--- config.mk ---
export PLATFORM = sky130hd
export DESIGN_NAME = backslash_escape_decoder_core
export DESIGN_NICKNAME = d
export VERILOG_FILES = /design/src/sv/bed_pkg.sv /design/src/sv/bed_front.sv /design/src/sv/bed_queue.sv /design/src/sv/bed_out.sv /design/src/sv/backslash_escape_decoder_core.sv
export SDC_FILE = /design/constraint.sdc
export NUM_CORES = 1
export LEC_CHECK = 0
export BUFFER_PORTS_ARGS = -buffer_cell sky130_fd_sc_hd__buf_2
export CAP_MARGIN = 30
export CORE_UTILIZATION = 39
export DETAILED_ROUTE_END_ITERATION = 10
export GPL_ROUTABILITY_DRIVEN = 0
export HOLD_SLACK_MARGIN = 0.05
export PLACE_DENSITY = 0.57
export SYNTH_ARGS = -nofsm -noshare
export SYNTH_HDL_FRONTEND = slang
export SYNTH_SLANG_ARGS = --single-unit
--- constraint.sdc ---
create_clock -name clock -period 6.7 [get_ports clock]
set_clock_uncertainty 0.05 [all_clocks]
set_input_delay 0.67 -clock clock [delete_from_list [all_inputs] [get_ports clock]]
set_output_delay 0.67 -clock clock [all_outputs]
set_load 0.01 [all_outputs]
--- src/sv/bed_pkg.sv ---
package bed_pkg;

   // Queue between the decoder and the output register.
   localparam int BED_QAW    = 2;
   localparam int BED_QDEPTH = 1 << BED_QAW;
   localparam int BED_QCW    = BED_QAW + 1;

   // Character codes that steer the decoder.
   localparam logic [7:0] CH_BACKSLASH = 8'h5C;
   localparam logic [7:0] CH_STOP      = 8'h63;
   localparam logic [7:0] CH_ZERO      = 8'h30;
   localparam logic [7:0] CH_SEVEN     = 8'h37;

   // Control bytes produced by the lettered escapes.
   localparam logic [7:0] CTL_BEL = 8'h07;
   localparam logic [7:0] CTL_BS  = 8'h08;
   localparam logic [7:0] CTL_ESC = 8'h1B;
   localparam logic [7:0] CTL_FF  = 8'h0C;
   localparam logic [7:0] CTL_LF  = 8'h0A;
   localparam logic [7:0] CTL_CR  = 8'h0D;
   localparam logic [7:0] CTL_TAB = 8'h09;
   localparam logic [7:0] CTL_VT  = 8'h0B;

   typedef enum logic [3:0] {
      PH_NORMAL = 4'b0001,
      PH_ESCAPE = 4'b0010,
      PH_OCTAL  = 4'b0100,
      PH_STOPPED = 4'b1000
   } bed_phase_type;

   typedef struct packed {
      logic [7:0] out_byte;
      logic       byte_valid;
      logic       stopped;
      logic       last;
   } bed_rsp_type;

   // Up to two result words handed from the decoder to the queue per item.
   typedef struct packed {
      logic [1:0]  count;
      bed_rsp_type first;
      bed_rsp_type second;
   } bed_push_type;

   function automatic logic [7:0] bed_map_escape(input logic [7:0] c);
      logic [7:0] r;
      begin
         case (c)
            8'h61:   r = CTL_BEL;   // a
            8'h62:   r = CTL_BS;    // b
            8'h65:   r = CTL_ESC;   // e
            8'h45:   r = CTL_ESC;   // E
            8'h66:   r = CTL_FF;    // f
            8'h6E:   r = CTL_LF;    // n
            8'h72:   r = CTL_CR;    // r
            8'h74:   r = CTL_TAB;   // t
            8'h76:   r = CTL_VT;    // v
            default: r = c;
         endcase
         return r;
      end
   endfunction

endpackage

--- src/sv/bed_front.sv ---
module bed_front
   import bed_pkg::*;
(
   input  logic         clock,
   input  logic         reset,
   input  logic         accept,
   input  logic [7:0]   char_in,
   input  logic         end_mark,
   output bed_push_type push
);

   bed_phase_type phase_ff, phase_in;
   logic [1:0]    digits_ff, digits_in;
   logic [7:0]    value_ff, value_in;

   logic          is_octal;
   logic [7:0]    value_ext;
   logic [1:0]    digits_inc;
   bed_rsp_type   plain_rsp;

   assign is_octal   = (char_in inside {[CH_ZERO:CH_SEVEN]});
   assign value_ext  = {value_ff[4:0], char_in[2:0]};
   assign digits_inc = digits_ff + 2'd1;
   assign plain_rsp  = '{out_byte: char_in, byte_valid: 1'b1, stopped: 1'b0, last: 1'b0};

   always_comb begin
      push      = '0;
      phase_in  = phase_ff;
      digits_in = digits_ff;
      value_in  = value_ff;
      if (end_mark) begin
         push.count = 2'd1;
         push.first.last = 1'b1;
         case (phase_ff)
            PH_ESCAPE: begin
               push.first.out_byte   = CH_BACKSLASH;
               push.first.byte_valid = 1'b1;
            end
            PH_OCTAL: begin
               push.first.out_byte   = value_ff;
               push.first.byte_valid = 1'b1;
            end
            PH_STOPPED: begin
               push.first.stopped = 1'b1;
            end
            default: ;
         endcase
         phase_in  = PH_NORMAL;
         digits_in = 2'd0;
         value_in  = 8'd0;
      end else begin
         case (phase_ff)
            PH_NORMAL: begin
               if (char_in == CH_BACKSLASH) begin
                  phase_in = PH_ESCAPE;
               end else begin
                  push.count = 2'd1;
                  push.first = plain_rsp;
               end
            end
            PH_ESCAPE: begin
               if (char_in == CH_STOP) begin
                  phase_in = PH_STOPPED;
               end else if (is_octal) begin
                  phase_in  = PH_OCTAL;
                  digits_in = 2'd1;
                  value_in  = {5'd0, char_in[2:0]};
               end else begin
                  phase_in   = PH_NORMAL;
                  push.count = 2'd1;
                  push.first = plain_rsp;
                  push.first.out_byte = bed_map_escape(char_in);
               end
            end
            PH_OCTAL: begin
               if (is_octal) begin
                  if (digits_inc == 2'd3 || digits_inc == 2'd0) begin
                     push.count = 2'd1;
                     push.first = plain_rsp;
                     push.first.out_byte = value_ext;
                     phase_in  = PH_NORMAL;
                     digits_in = 2'd0;
                     value_in  = 8'd0;
                  end else begin
                     digits_in = digits_inc;
                     value_in  = value_ext;
                  end
               end else begin
                  // The byte that ends the run flushes the octal value first.
                  push.first = plain_rsp;
                  push.first.out_byte = value_ff;
                  digits_in = 2'd0;
                  value_in  = 8'd0;
                  if (char_in == CH_BACKSLASH) begin
                     push.count = 2'd1;
                     phase_in   = PH_ESCAPE;
                  end else begin
                     push.count  = 2'd2;
                     push.second = plain_rsp;
                     phase_in    = PH_NORMAL;
                  end
               end
            end
            default: ;
         endcase
      end
      if (!accept) begin
         push.count = 2'd0;
      end
   end

   always_ff @(posedge clock) begin
      if (reset) begin
         phase_ff  <= PH_NORMAL;
         digits_ff <= 2'd0;
         value_ff  <= 8'd0;
      end else if (accept) begin
         phase_ff  <= phase_in;
         digits_ff <= digits_in;
         value_ff  <= value_in;
      end
   end

endmodule

--- src/sv/bed_queue.sv ---
module bed_queue
   import bed_pkg::*;
(
   input  logic                 clock,
   input  logic                 reset,
   input  bed_push_type         push,
   output logic                 room_two,
   input  logic                 pop,
   output logic                 not_empty,
   output bed_rsp_type          head
);

   bed_rsp_type          mem_ff [BED_QDEPTH];
   logic [BED_QAW-1:0]   wptr_ff, wptr_in, rptr_ff, rptr_in;
   logic [BED_QCW-1:0]   count_ff, count_in;
   logic [BED_QAW-1:0]   wptr_next;

   assign wptr_next = wptr_ff + {{(BED_QAW-1){1'b0}}, 1'b1};
   assign not_empty = (count_ff != '0);
   assign room_two  = (count_ff <= BED_QCW'(BED_QDEPTH - 2));
   assign head      = mem_ff[rptr_ff];

   always_comb begin
      wptr_in  = wptr_ff + BED_QAW'(push.count);
      rptr_in  = rptr_ff + BED_QAW'(pop);
      count_in = count_ff + BED_QCW'(push.count) - BED_QCW'(pop);
   end

   always_ff @(posedge clock) begin
      if (push.count != 2'd0) begin
         mem_ff[wptr_ff] <= push.first;
      end
      if (push.count == 2'd2) begin
         mem_ff[wptr_next] <= push.second;
      end
   end

   always_ff @(posedge clock) begin
      if (reset) begin
         wptr_ff  <= '0;
         rptr_ff  <= '0;
         count_ff <= '0;
      end else begin
         wptr_ff  <= wptr_in;
         rptr_ff  <= rptr_in;
         count_ff <= count_in;
      end
   end

endmodule

--- src/sv/bed_out.sv ---
module bed_out
   import bed_pkg::*;
(
   input  logic        clock,
   input  logic        reset,
   input  logic        avail,
   input  bed_rsp_type data,
   output logic        pop,
   output logic        rsp_valid,
   input  logic        rsp_stall,
   output bed_rsp_type rsp
);

   logic        valid_ff, valid_in;
   bed_rsp_type data_ff;

   assign pop       = avail && (!valid_ff || !rsp_stall);
   assign valid_in  = pop || (valid_ff && rsp_stall);
   assign rsp_valid = valid_ff;
   assign rsp       = data_ff;

   always_ff @(posedge clock) begin
      if (reset) begin
         valid_ff <= 1'b0;
      end else begin
         valid_ff <= valid_in;
      end
   end

   always_ff @(posedge clock) begin
      if (pop) begin
         data_ff <= data;
      end
   end

endmodule

--- src/sv/backslash_escape_decoder_core.sv ---
// Backslash escape decoder core.
//
// Input channel (req_): one text byte per word on req_char_in, or an end of
// string marker when req_end_mark is high. A word is taken at a rising edge
// where req_valid is high and req_stall is low.
// Result channel (rsp_): decoded bytes with rsp_byte_valid, plus rsp_stopped
// and rsp_last flags. The receiver holds rsp_stall high to stall; the word
// shown then stays unchanged until it is taken.
// Results pass through the queue into the output register, from which
// rsp_valid shows them; a result can never be taken at the edge where
// its input word is taken.
// Throughput: one input word per cycle while req_stall is low. A byte
// that ends an octal run yields two results; the extra one waits in the
// queue. req_stall rises only when fewer than two queue places are free,
// which happens when such double results pile up or the receiver stalls.
// The output register is the limit of one result per cycle.
// Reset clears the decoder state and empties the queue and output register;
// req_stall is low once reset has been applied.
module backslash_escape_decoder_core
   import bed_pkg::*;
(
   input  logic       clock,
   input  logic       reset,
   input  logic       req_valid,
   output logic       req_stall,
   input  logic [7:0] req_char_in,
   input  logic       req_end_mark,
   output logic       rsp_valid,
   input  logic       rsp_stall,
   output logic [7:0] rsp_out_byte,
   output logic       rsp_byte_valid,
   output logic       rsp_stopped,
   output logic       rsp_last
);

   bed_push_type push;
   bed_rsp_type  head;
   bed_rsp_type  rsp;
   logic         room_two;
   logic         not_empty;
   logic         pop;
   logic         accept;

   // The front end only takes a word when the queue can hold the two
   // results that the worst case produces, so it never has to hold back a
   // decoded word itself.
   assign req_stall = !room_two;
   assign accept    = req_valid && room_two;

   // Front: keeps the escape phase, octal digit count and octal value, and
   // classifies each word into zero, one or two result words.
   bed_front u_front (
      .clock    (clock),
      .reset    (reset),
      .accept   (accept),
      .char_in  (req_char_in),
      .end_mark (req_end_mark),
      .push     (push)
   );

   // Short queue that decouples the decoder from the result channel.
   bed_queue u_queue (
      .clock     (clock),
      .reset     (reset),
      .push      (push),
      .room_two  (room_two),
      .pop       (pop),
      .not_empty (not_empty),
      .head      (head)
   );

   // Back: registered result port, refilled from the queue whenever the
   // current word is taken or the register is empty.
   bed_out u_out (
      .clock     (clock),
      .reset     (reset),
      .avail     (not_empty),
      .data      (head),
      .pop       (pop),
      .rsp_valid (rsp_valid),
      .rsp_stall (rsp_stall),
      .rsp       (rsp)
   );

   assign rsp_out_byte   = rsp.out_byte;
   assign rsp_byte_valid = rsp.byte_valid;
   assign rsp_stopped    = rsp.stopped;
   assign rsp_last       = rsp.last;

endmodule

==> results_dict.tcl <==
set metrics [dict create \
    multiInputGateArea_sq_um 2150 \
    wirelength_mm 11.1 \
    overflow 0 \
    area_growth_pct 10.6 \
    crit_type "reg -> reg" \
    register_area_sq_um 2010 \
    cap_violations 0 \
    first_pass_iters 5 \
    grt_usage 0.206 \
    postCtsSetupRepairBufs 0 \
    cts_hold_buf 0 \
    ys_ff_latch 77 \
    remaining_drc_errors 0 \
    clock_sinks 77 \
    hold_depth 2 \
    antenna_found_initial 0 \
    seqPwrFrac 0.455 \
    fillers 1033 \
    drive_gt1_frac 0.152 \
    path_buf_inv 1 \
    synth_area_per_cell_sq_um 10.2 \
    io_pins 26 \
    hold_class "reg -> reg" \
    vias_per_cell 6.06 \
    worstPathCellList "or4b_1, nor2_1, and3_1, nand2_1, ha_1, inv_1, fa_1, xnor2_1, nor2_1" \
    relSlewSlack 0.406 \
    chipHeight_um 107 \
    intPower_mw 1.03 \
    max-vdd-ir-drop_uv 112 \
    fp-row-count 37 \
    min_period_ps 3280 \
    final_nets 457 \
    crit_path_end_kind "register" \
    rsz0062_at_grt "false" \
    post_cts_resized 0 \
    p_leak_nw 1.59 \
    die_w_um 107 \
    max_freq_mhz 305 \
    hold_path_end "u_queue.mem_ff[3][1]$_SDFFE_PP0P_" \
    portBuffers 25 \
    root_buffer "clkbuf_8" \
    num_antenna_cells 0 \
    power.switching_mw 0.474 \
    slowest_stage "or4b_1" \
    dp.final_hpwl_mm 8.15 \
    grt_max_degree 23 \
    finalHoldViolations 0 \
    drv_slew 0 \
    total_power_mw 1.51 \
    reg2reg_from "u_front.phase_ff[2]$_SDFFE_PP0P_" \
    reg2reg_slack_ps 3420 \
    wl_per_cell_um 19.2 \
    synth-async-reset-ratio 0 \
    ant_nets 0 \
    setup_ws_ps 3420 \
    cts_tree "yes" \
    grt_pass1_wl_mm 17.9 \
    min_from "u_queue.mem_ff[3][1]$_SDFFE_PP0P_" \
    dp_slack_ps 3430 \
    pwr-share-clk 0.278 \
    clkLatencyLatePin_ps 350 \
    setup_tns_ps 0 \
    htree_levels 3 \
    clock_path_buffers 2 \
    status "completed" \
    p_comb_frac 0.268 \
    path_max_fanout 11 \
    start_util 0.410 \
    critPathRequiredTime_ps 6890 \
    core-area_sq_um 10500 \
    drt_iter0_markers 216 \
    first_global_vias 3344 \
    synth-edff-count 47 \
    synth_area_sq_um 4310 \
    yosysWarnings 0 \
    cts_made_buffers 9 \
    r2r_end "u_queue.count_ff[2]$_SDFF_PP0_" \
    crit_arrival_ps 3470 \
    synth.distinct_cells 67 \
    synth_ff_type "edfxtp_1" \
    startpoint_type "register" \
    fp.dieArea_sq_um 11500 \
    finalSetupViolCount 0 \
    via_count 3495 \
    tightest_slew_ps 884 \
    power.density_nw_per_um2 316 \
    ys_seq_area_frac 0.467 \
    crit_path_frequent_cell "nor2_1" \
    max_stage_delay_ps 590 \
    whs_ps 414 \
    syn_nets 442 \
    switching_share 0.315 \
    reg2reg_depth 9 \
    finalCritPeriodShare 0.490 \
    clk_pin_slew_ps 90 \
    netlist_instances 421 \
    path_delay_family "simple AND/OR/NAND/NOR gates" \
]
==> how the worst max path moves through the flow <==
stage,end,cells after the start,start,slack [ps]
after CTS,u_queue.count_ff[2]$_SDFF_PP0_,9,u_front.phase_ff[2]$_SDFFE_PP0P_,3430
after global placement,u_queue.count_ff[2]$_SDFF_PP0_,9,req_char_in[6],3480
final,u_queue.count_ff[2]$_SDFF_PP0_,9,u_front.phase_ff[2]$_SDFFE_PP0P_,3420
after detailed placement,u_queue.mem_ff[1][7]$_DFFE_PP_,6,req_char_in[6],3430
after floorplan,u_queue.mem_ff[1][10]$_DFFE_PP_,6,req_char_in[7],3820
after global routing,u_queue.count_ff[2]$_SDFF_PP0_,9,u_front.phase_ff[2]$_SDFFE_PP0P_,3240
==> metrics by stage <==
stage               utilization  cells  instance area [sq um]
global route              0.453    577                   4760
detailed placement        0.430    561                   4520
CTS                       0.453    577                   4760
floorplan                     -    421                   4310
finish                    0.453    577                   4760
global placement          0.430    561                   4520
==> routing by layer <==
metal | global-route usage | wire (um)
met1 | 0.274 | 4780
met3 | 0.0395 | 682
met5 | 0 | 0
met4 | 0.0597 | 147
met2 | 0.339 | 5440
==> tightest hold or removal path: cells and delay by family (launching register included) <==
family / cells / cell delay [ps]
flip-flops: 1 / 320
AO/OA/AOI/OAI: 1 / 60
AND/OR/NAND/NOR: 1 / 50
==> power groups by stage <==
stage / combinational [mW] / clock (mW) / sequential (mW)
final: 0.404 / 0.418 / 0.685
after global routing: 0.450 / 0.448 / 0.701
after global placement: 0.396 / 0 / 0.694
after detailed placement: 0.406 / 0 / 0.699
after CTS: 0.408 / 0.427 / 0.688
after floorplan: 0.286 / 0 / 0.681
==> synthesized netlist by cell type (all sizes together) (3+ instances only) <==
cell	number	area, sq um
a21oi	30	165
a22o	18	158
and2	4	25.0
and3	9	56.3
buf	6	28.8
clkbuf	17	63.8
dfxtp	30	601
edfxtp	47	1410
ha	7	87.6
inv	13	48.8
mux2i	3	30.0
mux4	11	248
nand2	48	180
nand2b	4	25.0
nand3	19	95.1
nand3b	7	52.6
nand4	3	18.8
nor2	26	97.6
nor2b	8	50.1
nor3	7	35.0
nor3b	3	22.5
nor4b	4	50.1
o21ai	22	110
o22ai	9	56.3
o32ai	8	70.1
or2	3	18.8
or3	5	31.3
or4b	3	30.0
xnor2	6	52.6
xor2	5	43.8
==> area by class of cell <==
| class | instances | share of cell area |
|---|---|---|
| Clock buffer | 10 | 0.0313 |
| Inverter | 14 | 0.0110 |
| Clock inverter | 6 | 0.0189 |
| Multi-Input combinational cell | 307 | 0.451 |
| Timing Repair Buffer | 27 | 0.0294 |
| Sequential cell | 77 | 0.422 |
| Tap cell | 136 | 0.0357 |
==> flip-flops by register name, summed over array words and instances, names as in the netlist <==
| register | count |
|---|---|
| u_front.value_ff | 8 |
| u_queue.wptr_ff | 2 |
| u_out.rsp | 11 |
| u_front.phase_ff | 4 |
| u_queue.count_ff | 3 |
| u_queue.rptr_ff | 2 |
| u_out.rsp_valid | 1 |
| u_queue.mem_ff | 44 |
| u_front.digits_ff | 2 |
==> logic make-up (layout without fill, tap and decap cells) <==
kind of cell | count (synthesis) | count (layout) | share of synthesized area
AO/OA/AOI/OAI | 114 | 114 | 0.190
XOR/XNOR | 11 | 11 | 0.0224
adder cells (fa/ha/maj) | 8 | 8 | 0.0250
buffers and inverters | 37 | 57 | 0.0337
flip-flops | 77 | 77 | 0.467
multiplexers | 14 | 14 | 0.0645
AND/OR/NAND/NOR | 160 | 160 | 0.197
==> placed cells by master (no fill, tap or decap), types with 3 or more instances in the layout <==
cell,n
nor3_1,7
nor2_1,26
dfxtp_1,30
nand3b_1,7
or3_1,5
nor4b_1,3
inv_1,13
or2_2,3
nand2b_1,4
o22ai_1,9
o21ai_0,22
a21oi_1,28
a22o_1,18
xnor2_1,6
edfxtp_1,47
mux4_2,11
ha_1,7
mux2i_1,3
nand4_1,3
nor2b_1,8
xor2_1,5
and3_1,9
buf_2,25
clkbuf_8,9
nor3b_1,3
nand2_1,48
o32ai_1,8
nand3_1,19
Power figures use the tool's default switching activity.
